### config.mk
export PLATFORM = sky130hd
export DESIGN_NAME = calendar_clock_with_alarm_top
export DESIGN_NICKNAME = d
export VERILOG_FILES = /design/src/rtl/ccal_pkg.sv /design/src/rtl/ccal_next.sv /design/src/rtl/calendar_clock_with_alarm_top.sv
export SDC_FILE = /design/constraint.sdc
export NUM_CORES = 1
export LEC_CHECK = 0
export ABC_AREA = 1
export BUFFER_PORTS_ARGS = -buffer_cell sky130_fd_sc_hd__buf_4
export CORE_ASPECT_RATIO = 1.5
export CORE_MARGIN = 2
export CORE_UTILIZATION = 50
export CTS_CLUSTER_DIAMETER = 80
export DETAILED_ROUTE_END_ITERATION = 10
export PLACE_DENSITY = 0.71
export SYNTH_ARGS = -nofsm -noshare
export SYNTH_HDL_FRONTEND = slang
export SYNTH_SLANG_ARGS = --single-unit
### constraint.sdc
create_clock -name clk -period 2 [get_ports clk]
set_input_delay 0.3 -clock clk [delete_from_list [all_inputs] [get_ports clk]]
set_output_delay 0.3 -clock clk [all_outputs]
set_load 0.005 [all_outputs]
### src/rtl/ccal_pkg.sv
`timescale 1ns / 1ps
// ----------------------------------------------------------------------------
// ccal_pkg: shared types and constants of the calendar clock
// Time/date record, load record, alarm record, limits and month lengths.
// ----------------------------------------------------------------------------
package ccal_pkg;

  localparam int CFG_IDX_W  = 2;
  localparam int CFG_DATA_W = 6;

  typedef enum logic [CFG_IDX_W-1:0] {
    CFG_ALARM_MINUTE = 2'd0,
    CFG_ALARM_HOUR   = 2'd1,
    CFG_ALARM_PM     = 2'd2,
    CFG_UNUSED       = 2'd3
  } ccal_cfg_idx_t;

  typedef struct packed {
    logic [5:0] sec;
    logic [5:0] min;
    logic [3:0] hour;
    logic       pm;
    logic [4:0] day;
    logic [3:0] month;
  } ccal_time_t;

  typedef struct packed {
    logic       mode;
    logic [5:0] sec;
    logic [5:0] min;
    logic [3:0] hour;
    logic       pm;
    logic [4:0] day;
    logic [3:0] month;
  } ccal_load_t;

  typedef struct packed {
    logic [5:0] min;
    logic [3:0] hour;
    logic       pm;
  } ccal_alarm_t;

  localparam logic       MODE_TICK = 1'b0;
  localparam logic       MODE_LOAD = 1'b1;

  localparam logic [5:0] SEC_MAX   = 6'd59;
  localparam logic [5:0] MIN_MAX   = 6'd59;
  localparam logic [3:0] HOUR_MAX  = 4'd11;
  localparam logic [4:0] DAY_MIN   = 5'd1;
  localparam logic [3:0] MONTH_MIN = 4'd1;
  localparam logic [3:0] MONTH_MAX = 4'd12;

  localparam ccal_time_t TIME_RESET = '{
    sec:   6'd52,
    min:   6'd4,
    hour:  4'd4,
    pm:    1'b1,
    day:   5'd22,
    month: 4'd8
  };

  localparam ccal_alarm_t ALARM_RESET = '{min: 6'd0, hour: 4'd0, pm: 1'b0};

  // Days in a month, no leap year.
  function automatic logic [4:0] month_len(input logic [3:0] m);
    logic [4:0] len;
    if (m == 4'd2) begin
      len = 5'd28;
    end else if (m inside {4'd4, 4'd6, 4'd9, 4'd11}) begin
      len = 5'd30;
    end else begin
      len = 5'd31;
    end
    return len;
  endfunction

endpackage

### src/rtl/ccal_next.sv
`timescale 1ns / 1ps
// ----------------------------------------------------------------------------
// ccal_next: next time/date and alarm compare
// Applies one beat (tick or load) to the current time and compares the
// result against the alarm registers.
// ----------------------------------------------------------------------------
module ccal_next (
  input  ccal_pkg::ccal_time_t  cur,
  input  ccal_pkg::ccal_load_t  ld,
  input  ccal_pkg::ccal_alarm_t alarm,
  output ccal_pkg::ccal_time_t  nxt,
  output logic                  alarm_hit
);
  import ccal_pkg::*;

  ccal_time_t tick_t;
  ccal_time_t load_t;
  logic [5:0] day_inc;

  // Tick: cascade of compare-and-increment.
  always_comb begin
    tick_t  = cur;
    day_inc = {1'b0, cur.day} + 6'd1;
    if (cur.sec >= SEC_MAX) begin
      tick_t.sec = 6'd0;
      if (cur.min >= MIN_MAX) begin
        tick_t.min = 6'd0;
        if (cur.hour >= HOUR_MAX) begin
          tick_t.hour = 4'd0;
          tick_t.pm   = ~cur.pm;
          if (cur.pm) begin
            // PM to AM: advance the day, roll the month past its length
            if (day_inc > {1'b0, month_len(cur.month)}) begin
              tick_t.day   = DAY_MIN;
              tick_t.month = (cur.month >= MONTH_MAX) ? MONTH_MIN : cur.month + 4'd1;
            end else begin
              tick_t.day = day_inc[4:0];
            end
          end
        end else begin
          tick_t.hour = cur.hour + 4'd1;
        end
      end else begin
        tick_t.min = cur.min + 6'd1;
      end
    end else begin
      tick_t.sec = cur.sec + 6'd1;
    end
  end

  // Load: clamp each field into range; a zero day becomes one, but a day past the month's end is kept.
  always_comb begin
    load_t.sec  = (ld.sec > SEC_MAX)   ? SEC_MAX  : ld.sec;
    load_t.min  = (ld.min > MIN_MAX)   ? MIN_MAX  : ld.min;
    load_t.hour = (ld.hour > HOUR_MAX) ? HOUR_MAX : ld.hour;
    load_t.pm   = ld.pm;
    load_t.day  = (ld.day == 5'd0)     ? DAY_MIN  : ld.day;
    if (ld.month == 4'd0) begin
      load_t.month = MONTH_MIN;
    end else if (ld.month > MONTH_MAX) begin
      load_t.month = MONTH_MAX;
    end else begin
      load_t.month = ld.month;
    end
  end

  assign nxt       = (ld.mode == MODE_LOAD) ? load_t : tick_t;
  assign alarm_hit = (nxt.min == alarm.min) && (nxt.hour == alarm.hour) &&
                     (nxt.pm == alarm.pm);

endmodule

### src/rtl/calendar_clock_with_alarm_top.sv
`timescale 1ns / 1ps
// Path: a beat is taken into the input register and passes the next-time logic into the result register at out_*.
// Throughput: one beat per cycle, sustained, while out_ready stays high.
// Reset (rst_n low, synchronous): time returns to 4:04:52 PM, 22 August,
// alarm registers clear to 12:00 AM (hour 0, minute 0), both stages empty.
// ----------------------------------------------------------------------------
// calendar_clock_with_alarm_top: 12-hour clock/calendar with alarm compare
// Input register, single-pass next-time logic and a result register.
// ----------------------------------------------------------------------------
module calendar_clock_with_alarm_top (
  input  logic                           clk,
  input  logic                           rst_n,
  // configuration write port
  input  logic                           cfg_wr_en,
  input  logic [ccal_pkg::CFG_IDX_W-1:0] cfg_index,
  input  logic [ccal_pkg::CFG_DATA_W-1:0] cfg_wdata,
  // input channel
  input  logic                           in_valid,
  output logic                           in_ready,
  input  logic                           in_mode,
  input  logic [5:0]                     in_load_seconds,
  input  logic [5:0]                     in_load_minutes,
  input  logic [3:0]                     in_load_hours,
  input  logic                           in_load_pm,
  input  logic [4:0]                     in_load_day,
  input  logic [3:0]                     in_load_month,
  // result channel
  output logic                           out_valid,
  input  logic                           out_ready,
  output logic [5:0]                     out_seconds_now,
  output logic [5:0]                     out_minutes_now,
  output logic [3:0]                     out_hours_now,
  output logic                           out_pm_now,
  output logic [4:0]                     out_day_now,
  output logic [3:0]                     out_month_now,
  output logic                           out_alarm_hit
);
  import ccal_pkg::*;

  // Alarm registers
  ccal_alarm_t alarm_r;

  // Input stage: holds one accepted beat
  logic       s1_valid_r;
  ccal_load_t s1_load_r;

  // Running time and date
  ccal_time_t time_r;
  ccal_time_t time_nxt;
  logic       alarm_hit_nxt;

  // Result stage
  logic       out_valid_r;
  ccal_time_t out_time_r;
  logic       out_alarm_r;

  logic       out_free;
  logic       s1_fire;
  logic       in_fire;

  // The result register frees up when empty or when its beat is taken this
  // cycle; the input stage advances into it whenever it frees up.
  assign out_free = !out_valid_r || out_ready;
  assign s1_fire  = s1_valid_r && out_free;
  assign in_ready = !s1_valid_r || out_free;
  assign in_fire  = in_valid && in_ready;

  // Configuration writes; an index past the list is dropped.
  always_ff @(posedge clk) begin
    if (!rst_n) begin
      alarm_r <= ALARM_RESET;
    end else if (cfg_wr_en) begin
      case (ccal_cfg_idx_t'(cfg_index))
        CFG_ALARM_MINUTE: alarm_r.min  <= cfg_wdata[5:0];
        CFG_ALARM_HOUR:   alarm_r.hour <= cfg_wdata[3:0];
        CFG_ALARM_PM:     alarm_r.pm   <= cfg_wdata[0];
        default:          ;
      endcase
    end
  end

  // Input stage control
  always_ff @(posedge clk) begin
    if (!rst_n) begin
      s1_valid_r <= 1'b0;
    end else if (in_ready) begin
      s1_valid_r <= in_valid;
    end
  end

  // Input stage payload: capture on every accepted beat, hold otherwise
  always_ff @(posedge clk) begin
    if (in_fire) begin
      s1_load_r <= '{mode:  in_mode,
                     sec:   in_load_seconds,
                     min:   in_load_minutes,
                     hour:  in_load_hours,
                     pm:    in_load_pm,
                     day:   in_load_day,
                     month: in_load_month};
    end
  end

  // Next time for the beat in the input stage, plus the alarm compare
  ccal_next u_next (
    .cur       (time_r),
    .ld        (s1_load_r),
    .alarm     (alarm_r),
    .nxt       (time_nxt),
    .alarm_hit (alarm_hit_nxt)
  );

  // Time advances exactly once per beat, as the beat leaves the input stage,
  // so the following beat sees the updated time in the very next cycle.
  always_ff @(posedge clk) begin
    if (!rst_n) begin
      time_r <= TIME_RESET;
    end else if (s1_fire) begin
      time_r <= time_nxt;
    end
  end

  // Result stage control
  always_ff @(posedge clk) begin
    if (!rst_n) begin
      out_valid_r <= 1'b0;
    end else if (out_free) begin
      out_valid_r <= s1_valid_r;
    end
  end

  // Result stage payload
  always_ff @(posedge clk) begin
    if (s1_fire) begin
      out_time_r  <= time_nxt;
      out_alarm_r <= alarm_hit_nxt;
    end
  end

  assign out_valid       = out_valid_r;
  assign out_seconds_now = out_time_r.sec;
  assign out_minutes_now = out_time_r.min;
  assign out_hours_now   = out_time_r.hour;
  assign out_pm_now      = out_time_r.pm;
  assign out_day_now     = out_time_r.day;
  assign out_month_now   = out_time_r.month;
  assign out_alarm_hit   = out_alarm_r;

  // Time fields never leave their ranges
  a_time_range: assert property (@(posedge clk) disable iff (!rst_n)
    (time_r.sec <= SEC_MAX) && (time_r.min <= MIN_MAX) && (time_r.hour <= HOUR_MAX) &&
    (time_r.month >= MONTH_MIN) && (time_r.month <= MONTH_MAX) && (time_r.day != 5'd0))
    else $error("time/date register out of range");

  // A beat leaving the input stage lands in the result register
  a_s1_to_out: assert property (@(posedge clk) disable iff (!rst_n)
    s1_fire |=> out_valid_r)
    else $error("beat lost between input and result stage");

  // A tick that does not wrap the seconds adds exactly one second
  a_tick_sec: assert property (@(posedge clk) disable iff (!rst_n)
    (s1_fire && (s1_load_r.mode == MODE_TICK) && (time_r.sec != SEC_MAX))
    |=> (time_r.sec == $past(time_r.sec) + 6'd1))
    else $error("seconds did not advance on tick");

  // Time holds while no beat moves
  a_time_hold: assert property (@(posedge clk) disable iff (!rst_n)
    !s1_fire |=> $stable(time_r))
    else $error("time changed without a beat");

  // An empty input stage always accepts
  a_ready_empty: assert property (@(posedge clk) disable iff (!rst_n)
    !s1_valid_r |-> in_ready)
    else $error("input stalled while empty");

endmodule

==> results of run 1 <==
-- registers in the layout, indices dropped and copies added (netlist names) --
| signal | cells |
|---|---|
| alarm_r | 11 |
| out_alarm_hit | 1 |
| out_day_now | 5 |
| out_hours_now | 4 |
| out_minutes_now | 6 |
| out_month_now | 4 |
| out_pm_now | 1 |
| out_seconds_now | 6 |
| out_valid | 1 |
| s1_load_r | 27 |
| s1_valid_r | 1 |
| time_r | 26 |
-- cells in the final DEF, fill, tap and decap left out, types with 3 or more instances in the layout --
master / count
nand3_1: 37
nand4_1: 3
nand3b_1: 3
clkbuf_16: 9
edfxtp_1: 54
nand3_2: 14
a21oi_1: 44
o21ai_0: 34
o21ai_1: 5
nand2_4: 4
nor2_1: 31
o22ai_1: 3
nand2_1: 106
xnor2_1: 3
dfxtp_2: 4
inv_1: 65
nand2_2: 11
xor2_1: 3
nor2_4: 4
clkbuf_1: 3
o21ai_2: 3
ha_4: 5
dfxtp_1: 33
buf_4: 107
ha_1: 5
-- cells by family (layout without fill, tap and decap cells) --
kind of cell               after synthesis  count (layout)  synth area share
and+or+nand+nor                        224             224             0.231
adders and majority gates               10              10            0.0281
xor gates and xnor gates                 6               6            0.0118
DFF                                     93              93             0.539
AOI/OAI and AO/OA                       97              97             0.114
buffers and inverters                   83             194            0.0753
-- metal layers --
metal,global-route usage,share of wire
met5,0,0
met4,0.103,0.027
met3,0.0579,0.046
met2,0.416,0.55
met1,0.248,0.38
-- path summary, 6_finish.rpt --
path / slack, ns / startpoint / cells past startpoint / to
worst min register to register: 0.47 / alarm_r[3] / 2 / alarm_r[3]
worst max-delay path: -0.20 / time_r[1] / 17 / time_r[1]
worst max register to register: -0.20 / time_r[1] / 17 / time_r[1]
worst min-delay path: 0.13 / in_load_hours[2] / 1 / s1_load_r[12]
-- power groups by stage --
stage / Clock [mW] / Sequential [mW] / Combinational, mW
3_3_place_gp: 0 / 2.27 / 0.600
4_1_cts: 1.85 / 2.23 / 0.650
6_report: 1.82 / 2.24 / 0.693
3_5_place_dp: 0 / 2.27 / 0.621
5_1_grt: 1.94 / 2.25 / 0.773
2_1_floorplan: 0 / 2.26 / 0.363
-- through the flow --
step | instance area, µm² | util
after CTS | 5720 | 0.655
final | 5880 | 0.674
after global placement | 5320 | 0.610
after global routing | 5880 | 0.674
after floorplan | 4500 | -
after detailed placement | 5320 | 0.610
-- synthesized netlist by cell type (3+ instances only) --
| cell | count | area share |
|---|---|---|
| a21oi_1 | 46 | 0.052 |
| buf_2 | 4 | 0.0045 |
| clkbuf_1 | 7 | 0.0059 |
| dfxtp_1 | 39 | 0.18 |
| edfxtp_1 | 54 | 0.36 |
| ha_1 | 10 | 0.028 |
| inv_1 | 67 | 0.056 |
| nand2_1 | 114 | 0.096 |
| nand2_2 | 5 | 0.0070 |
| nand3_1 | 47 | 0.053 |
| nand3_2 | 5 | 0.011 |
| nand3b_1 | 3 | 0.0051 |
| nand4_1 | 3 | 0.0042 |
| nor2_1 | 34 | 0.029 |
| nor3_1 | 3 | 0.0034 |
| o21ai_0 | 35 | 0.039 |
| o21ai_1 | 6 | 0.0067 |
| o22ai_1 | 3 | 0.0042 |
| xnor2_1 | 3 | 0.0059 |
| xor2_1 | 3 | 0.0059 |
-- worst register-to-register path, delay by kind of cell (launching register included) --
kind / cells / cell delay, ns
fa+ha+maj: 2 / 0.31
buf+inv: 3 / 0.19
simple gates: 9 / 0.94
compound gates: 3 / 0.32
flops: 1 / 0.38
-- what timing repair did --
action,4_1_cts,5_1_grt
setup endpoints to repair,19,19
pin swaps,8,19
resized for setup,15,27
buffers inserted,3,5
hold buffers,0,0
-- area by class of cell --
class	count	area (µm²)	area share
Clock buffer	13	250	0.0425
Clock inverter	3	68.8	0.0117
Inverter	70	273	0.0464
Multi-Input combinational cell	337	1910	0.325
Sequential cell	93	2410	0.411
Tap cell	110	138	0.0234
Timing Repair Buffer	108	823	0.140
==> impl_metrics.env, run 1 <==
export IMPL_layout_drive_gt1_share=0.293
export IMPL_relSlewSlack=0.658
export IMPL_min_period_ns=2.20
export IMPL_clk_pin_slew_ns=0.06
export IMPL_power_frac_seq=0.471
export IMPL_num_vias=3863
export IMPL_die_x_um=81.1
export IMPL_syn_nets=563
export IMPL_status="finished, violations left"
export IMPL_dp_cells=710
export IMPL_p_clk_frac=0.383
export IMPL_dieArea_um2=9700
export IMPL_cts_buffers=9
export IMPL_avgSynthCellArea_um2=8.68
export IMPL_total_power_mw=4.76
export IMPL_vias_per_cell=5.26
export IMPL_fillers=699
export IMPL_min_path_type="input port to register"
export IMPL_synth_cell_types=37
export IMPL_critical_path_buf_inv_count=3
export IMPL_synth_ff_type="edfxtp_1"
export IMPL_yosysSeqAreaShare=0.539
export IMPL_max_stage_delay_ns=0.38
export IMPL_clockBufferDepth=2
export IMPL_finalSetupViolCount=17
export IMPL_area_growth_syn_to_layout_pct=32.1
export IMPL_yosys_warnings=0
export IMPL_grt_use_total=0.231
export IMPL_crit_top_cell="nand3_2"
export IMPL_fmax_mhz=454
export IMPL_core_area_um2=8720
export IMPL_gp_congestion=0.847
export IMPL_swShare=0.243
export IMPL_async_flop_share=0
export IMPL_drt_iter0_drc=244
export IMPL_crit_family="simple AND/OR/NAND/NOR gates"
export IMPL_maxCapViolCount=0
export IMPL_tightest_slew_ns=0.512
export IMPL_cp_slowest_cell="dfxtp_4"
export IMPL_p_comb_frac=0.146
export IMPL_cts_tree="done"
export IMPL_finalClockSkew_ns=0.00713
export IMPL_io_buffers=68
export IMPL_grt_pass1_vias=3827
export IMPL_rsz0062_at_grt="yes"
export IMPL_crit_chain="inv_4 -> ha_4 -> nor2_4 -> o31ai_2 -> a21oi_2 -> ha_1 -> inv_1 -> a21oi_2 -> nor3_2 -> nand3_2 -> nand2_4 -> nand2_4 -> nand2_2 -> nand3_2 -> nand3_2 -> nand2_1 -> inv_1"
export IMPL_post_route_drc_count=0
export IMPL_cts_sinks=93
export IMPL_peakVddDrop_mv=0.493
export IMPL_final_max_slew_viol_count=0
export IMPL_die_h_um=120
export IMPL_final_cells=734
export IMPL_synth_area_um2=4450
export IMPL_setup_tns_final_ns=-2.43
export IMPL_violations="negative setup slack"
export IMPL_antenna_found_initial=0
export IMPL_start_util=0.511
export IMPL_start_kind="register"
export IMPL_internal_power_mw=3.60
export IMPL_drt_pass1_iterations=5
export IMPL_path_max_fanout=8
export IMPL_clock_latency_ns=0.35
export IMPL_io_pins=69
export IMPL_crit_required_ns=2.29
export IMPL_grt_max_degree=35
export IMPL_p_sw_mw=1.16
export IMPL_p_leak_nw=2.66
export IMPL_grt_pass1_wl_mm=17.0
export IMPL_dp_hpwl_mm=7.30
export IMPL_cts_max_level=3
export IMPL_setup_ws_ns=-0.205
export IMPL_avgRoutedWirePerCell_um=14.5
export IMPL_overflow=0
export IMPL_root_buffer="clkbuf_16"
export IMPL_endpoint_kind="register"
export IMPL_holdWs_ns=0.126
export IMPL_diodes=0
export IMPL_synth_seq_cells=93
export IMPL_finalHoldViolCount=0
export IMPL_crit_type="register to register"
export IMPL_pre_cts_ws_ns=-0.213
export IMPL_synthCells=513
export IMPL_wirelength_mm=10.6
export IMPL_ant_nets=0
export IMPL_nNetsFinal=669
export IMPL_fp_row_count=42
export IMPL_period_share=1.10
export IMPL_arrival_ns=2.49
export IMPL_synth_edf_count=54
export IMPL_p_per_area_nw_per_um2=809
Power figures use the tool's default switching activity.
==> run 2: changes to the inputs <==
REMOVE_ABC_BUFFERS = 1   (was not set)
==> run 2 against run 1 <==
Compared with the run above: the flow still finishes with violations (negative setup slack); highest routed layer unchanged; critical endpoint is now out_month_now[1]; final cell count decreased by 0.68%; design area decreased by 1.2%; wire length decreased by 1.8%; count of clock-buffer cells in the layout decreased by 1; global-route usage decreased by 0.84 points; non-clock buffer count decreased by 5.
==> impl_metrics.env, run 2 (synthesized netlist as in run 1, its figures left out) <==
export IMPL_status="finished, violations left"
export IMPL_violations="negative setup slack"
export IMPL_finalHoldViolCount=0
export IMPL_ant_nets=0
export IMPL_largest_reg_flops=27
export IMPL_final_common_cell="nand2_1"
export IMPL_min_path_type="input port to register"
export IMPL_dp_cells=707
export IMPL_clockBufferDepth=2
export IMPL_p_sw_mw=1.14
export IMPL_dieArea_um2=9700
export IMPL_rsz0062_at_grt="yes"
export IMPL_final_max_slew_viol_count=0
export IMPL_crit_required_ns=2.10
export IMPL_die_x_um=81.1
export IMPL_p_per_area_nw_per_um2=814
export IMPL_die_h_um=120
export IMPL_final_cell_mix="nand2_1, buf_4, inv_1, edfxtp_1, a21oi_1"
export IMPL_setup_ws_ns=-0.209
export IMPL_vias_per_cell=5.37
export IMPL_period_share=1.10
export IMPL_drt_iter0_drc=297
export IMPL_layout_drive_gt1_share=0.265
export IMPL_relSlewSlack=0.710
export IMPL_core_area_um2=8720
export IMPL_grt_pass1_wl_mm=16.4
export IMPL_finalClockSkew_ns=0.00764
export IMPL_num_vias=3912
export IMPL_overflow=0
export IMPL_fmax_mhz=453
export IMPL_power_frac_seq=0.474
export IMPL_ctsHoldBuffers=0
export IMPL_p_clk_frac=0.383
export IMPL_post_route_drc_count=0
export IMPL_swShare=0.242
export IMPL_clock_latency_ns=0.35
export IMPL_nNetsFinal=664
export IMPL_io_pins=69
export IMPL_maxCapViolCount=0
export IMPL_final_cells=729
export IMPL_place_area_um2=5270
export IMPL_p_leak_nw=2.64
export IMPL_fin_area_um2=5810
export IMPL_internal_power_mw=3.58
export IMPL_crit_type="register to register"
export IMPL_p_comb_frac=0.143
export IMPL_cts_buffers=9
export IMPL_grt_pass1_vias=3627
export IMPL_largestRegisters="s1_load_r x27, time_r x26, alarm_r x11"
export IMPL_area_growth_syn_to_layout_pct=30.4
export IMPL_dp_hpwl_mm=7.06
export IMPL_grt_max_degree=45
export IMPL_clk_pin_slew_ns=0.06
export IMPL_avgRoutedWirePerCell_um=14.3
export IMPL_cts_max_level=3
export IMPL_drt_pass1_iterations=5
export IMPL_endpoint_kind="register"
export IMPL_gp_congestion=0.840
export IMPL_wirelength_mm=10.4
export IMPL_final_util=0.666
export IMPL_grt_use_total=0.223
export IMPL_top_register="s1_load_r"
export IMPL_root_buffer="clkbuf_16"
export IMPL_fp_row_count=42
export IMPL_holdWs_ns=0.125
export IMPL_arrival_ns=2.31
export IMPL_path_max_fanout=8
export IMPL_min_period_ns=2.21
export IMPL_cts_tree="done"
export IMPL_diodes=0
export IMPL_peakVddDrop_mv=0.525
export IMPL_tightest_slew_ns=0.432
export IMPL_start_util=0.511
export IMPL_io_buffers=68
export IMPL_start_kind="register"
export IMPL_antenna_found_initial=0
export IMPL_finalSetupViolCount=18
export IMPL_pre_cts_ws_ns=-0.389
export IMPL_cts_sinks=93
## run 2: worst paths after layout
path                    start               end  slack (ns)  depth (start not counted)
max reg2reg         time_r[1]  out_month_now[1]       -0.21                         14
max                 time_r[1]  out_month_now[1]       -0.21                         14
min          in_load_hours[1]     s1_load_r[11]        0.12                          1
min reg2reg        alarm_r[2]        alarm_r[2]        0.47                          2
## run 2: power groups by stage
| stage | logic, mW | clock network, mW | registers (mW) |
|---|---|---|---|
| finish | 0.676 | 1.81 | 2.24 |
| global route | 0.748 | 1.94 | 2.25 |
| CTS | 0.648 | 1.84 | 2.23 |
| detailed placement | 0.611 | 0 | 2.27 |
| global placement | 0.595 | 0 | 2.27 |
| floorplan | 0.341 | 0 | 2.27 |
## run 2: through the flow
| stage | TNS [ns] | power, mW |
|---|---|---|
| finish | -2.64 | 4.73 |
| global route | -5.19 | 4.94 |
| CTS | -2.24 | 4.72 |
| detailed placement | -5.26 | 2.88 |
| global placement | -3.45 | 2.86 |
| floorplan | -7.26 | 2.61 |
## run 2: timing repair
| action | CTS | global route |
|---|---|---|
| endpoints found under the setup margin | 19 | 19 |
| setup buffers | 4 | 2 |
| resized for setup | 29 | 16 |
| pin swaps | 9 | 10 |
## run 2: critical path, stage by stage, from the launching register on
cell and delay, ns:
dfxtp_4 0.38, inv_4 0.07, ha_4 0.13, nor2_4 0.04, o31ai_4 0.17, a21oi_2 0.05
ha_1 0.29, nand2_1 0.06, inv_1 0.05, nor3_2 0.14, nand3_2 0.13, nand2_4 0.16
nand3_1 0.11, nand3_1 0.12, nand2_1 0.06
## run 2: routing by layer
layer  vias up  GRT usage  part of all wire
li1       1925          -                 -
met2       140      0.389              0.55
met3        25     0.0526             0.056
met1      1822      0.250              0.37
met4         0      0.105             0.023
met5         -          0                 0
## run 2: cell type report
class,count,area (µm²)
fillers,711,2910
flip-flops and latches,93,2410
multi-input cells,337,1880
repair buffers,103,786
inverters,70,273
clock buffers,12,246
well taps,110,138
clock inverters,4,71.3
==> run 3: changes to the inputs <==
GPL_ROUTABILITY_DRIVEN = 0   (was not set)
SYNTH_HIERARCHICAL = 1   (was not set)
==> run 3 against run 2 <==
Compared with the run above: worst setup slack lost 0.25 ns; the flow still finishes with violations (negative setup slack); final cell count grew 9.5%; sequential cell count is the same; critical path type unchanged; utilization shrank 0.78 points; largest cell class unchanged.
==> impl_metrics.env, run 3 <==
export IMPL_status="finished, violations left"
export IMPL_violations="negative setup slack"
export IMPL_diodes=0
export IMPL_power_frac_seq=0.471
export IMPL_clockBufferDepth=2
export IMPL_drt_pass1_iterations=4
export IMPL_layout_drive_gt1_share=0.264
export IMPL_fin_area_um2=6090
export IMPL_rsz0062_at_grt="yes"
export IMPL_vias_per_cell=5.33
export IMPL_ctsHoldBuffers=0
export IMPL_synth_top_area_cell="edfxtp_1"
export IMPL_die_x_um=83.9
export IMPL_setup_ws_ns=-0.457
export IMPL_crit_required_ns=2.28
export IMPL_yosysSeqAreaShare=0.502
export IMPL_top_register="s1_load_r"
export IMPL_dp_hpwl_mm=7.75
export IMPL_largestRegisters="s1_load_r x27, time_r x26, alarm_r x11"
export IMPL_crit_type="register to register"
export IMPL_fmax_mhz=407
export IMPL_period_share=1.23
export IMPL_yosys_warnings=6
export IMPL_p_sw_mw=1.19
export IMPL_maxCapViolCount=0
export IMPL_relSlewSlack=0.669
export IMPL_clock_latency_ns=0.35
export IMPL_fp_row_count=43
export IMPL_nNetsFinal=731
export IMPL_io_pins=69
export IMPL_finalClockSkew_ns=0.00429
export IMPL_synth_area_um2=4780
export IMPL_overflow=0
export IMPL_start_util=0.517
export IMPL_place_area_um2=5560
export IMPL_io_buffers=68
export IMPL_swShare=0.250
export IMPL_synth_compound_area_frac=0.0696
export IMPL_synth_mux_area_frac=0
export IMPL_synth_cell_types=38
export IMPL_internal_power_mw=3.57
export IMPL_endpoint_kind="register"
export IMPL_final_max_slew_viol_count=0
export IMPL_synth_ff_type="edfxtp_1"
export IMPL_grt_pass1_vias=4121
export IMPL_synth_edf_count=54
export IMPL_synth_seq_cells=93
export IMPL_pre_cts_ws_ns=-0.628
export IMPL_synthSimpleGateAreaFrac=0.295
export IMPL_final_cell_mix="nand2_1, buf_4, nand3_1, inv_1, nor2_1"
export IMPL_dp_cells=774
export IMPL_p_per_area_nw_per_um2=783
export IMPL_area_growth_syn_to_layout_pct=27.3
export IMPL_tightest_slew_ns=0.496
export IMPL_antenna_found_initial=0
export IMPL_finalHoldViolCount=0
export IMPL_avgRoutedWirePerCell_um=14.5
export IMPL_clk_pin_slew_ns=0.06
export IMPL_synth_xor_area_share=0.00915
export IMPL_largest_reg_flops=27
export IMPL_num_vias=4250
export IMPL_wirelength_mm=11.6
export IMPL_die_h_um=124
export IMPL_path_max_fanout=4
export IMPL_ant_nets=0
export IMPL_cts_tree="done"
export IMPL_async_flop_share=0
export IMPL_final_cells=798
export IMPL_dieArea_um2=10400
export IMPL_start_kind="register"
export IMPL_netlist_top_cells_count="nand2_1, nand3_1, inv_1"
export IMPL_holdWs_ns=0.125
export IMPL_cts_max_level=3
export IMPL_root_buffer="clkbuf_16"
export IMPL_drt_iter0_drc=300
export IMPL_synth_fa_ha_area_frac=0.0262
export IMPL_synth_top_family_by_area="simple AND/OR/NAND/NOR gates"
export IMPL_grt_max_degree=44
export IMPL_final_common_cell="nand2_1"
export IMPL_synth_top_cell_area_share=0.339
export IMPL_synth_area_leaders="edfxtp_1, dfxtp_1, nand2_1"
export IMPL_fillers=764
export IMPL_grt_pass1_wl_mm=18.5
export IMPL_core_area_um2=9250
export IMPL_cts_sinks=93
export IMPL_min_path_type="input port to register"
export IMPL_p_clk_frac=0.376
export IMPL_synth_most_common_cell="nand2_1"
export IMPL_p_comb_frac=0.154
export IMPL_p_leak_nw=2.81
export IMPL_peakVddDrop_mv=0.748
export IMPL_grt_use_total=0.225
export IMPL_avgSynthCellArea_um2=8.22
export IMPL_min_period_ns=2.46
export IMPL_synthCells=582
export IMPL_post_route_drc_count=0
export IMPL_arrival_ns=2.74
export IMPL_cts_buffers=9
export IMPL_finalSetupViolCount=17
## run 3: cell count changes in the layout (fill, tap and decap cells not counted), moves of 6 or more
cell / previous run / this run
dfxtp_2: 2 / 8
inv_1: 65 / 74
nor2_1: 33 / 60
nand2_1: 111 / 127
nand3_1: 42 / 84
a21oi_1: 44 / 31
dfxtp_1: 35 / 29
o21ai_0: 33 / 8
## run 3: what timing repair did
action,4_1_cts,5_1_grt
buffers inserted,3,5
gates resized for setup,17,32
pin swaps,13,11
endpoints found under the setup margin,19,23
gates cloned,0,0
## run 3: worst max-delay path: stages, from the launching register on
cell and delay, ns:
dfxtp_4 0.38, inv_4 0.05, ha_2 0.17, o21ai_2 0.13, nand2_1 0.08, a21oi_2 0.13
ha_1 0.24, nand2_1 0.06, inv_1 0.05, nor3_2 0.10, nand3_1 0.12, nand2_2 0.13
buf_4 0.12, buf_4 0.10, nand3_1 0.05, nand2_1 0.06, nand3_1 0.07, nand2_1 0.08
inv_1 0.04, nand3_1 0.07, nand2_1 0.05, nor2_1 0.09
## run 3: power by group through the flow
stage                     clock network (mW)  registers (mW)  logic [mW]
after floorplan                            0            2.28       0.356
after global placement                     0            2.27       0.647
after detailed placement                   0            2.27       0.666
after CTS                               1.82            2.23       0.686
after global routing                    1.90            2.26       0.810
final                                   1.79            2.24       0.732
## run 3: cell type report
class,count,area [µm²],share of cell area
Sequential cell,93,2420,0.397
Multi-Input combinational cell,386,2050,0.336
Timing Repair Buffer,110,863,0.142
Inverter,81,313,0.0513
Clock buffer,11,233,0.0382
Tap cell,112,140,0.0230
Clock inverter,5,76.3,0.0125
## run 3: worst paths after layout
kind               startpoint           end  slack, ns  cells past startpoint
max reg2reg         time_r[1]     time_r[2]      -0.46                     21
min reg2reg         time_r[8]     time_r[8]       0.50                      2
min          in_load_month[0]  s1_load_r[0]       0.13                      1
max                 time_r[1]     time_r[2]      -0.46                     21
## run 3: per-layer routing
layer | track usage | share of wire | vias up
met2 | 0.424 | 0.54 | 124
met3 | 0.0431 | 0.044 | 24
met4 | 0.104 | 0.028 | 0
met1 | 0.242 | 0.39 | 1996
li1 | - | - | 2106
met5 | 0 | 0 | -
## run 3: cell families (layout without fill, tap and decap cells)
group                      count (synthesis)  count (layout)
and+or+nand+nor                          309             309
xor gates and xnor gates                   5               5
AOI/OAI and AO/OA                         62              62
buffers and inverters                    103             207
DFF                                       93              93
adders and majority gates                 10              10
## run 3: per-stage QoR
| stage | power [mW] | setup TNS [ns] | utilization |
|---|---|---|---|
| 3_3_place_gp | 2.92 | -6.01 | 0.600 |
| 2_1_floorplan | 2.63 | -12.57 | - |
| 3_5_place_dp | 2.94 | -7.84 | 0.600 |
| 5_1_grt | 4.97 | -8.57 | 0.658 |
| 4_1_cts | 4.74 | -4.25 | 0.640 |
| 6_report | 4.77 | -5.80 | 0.658 |
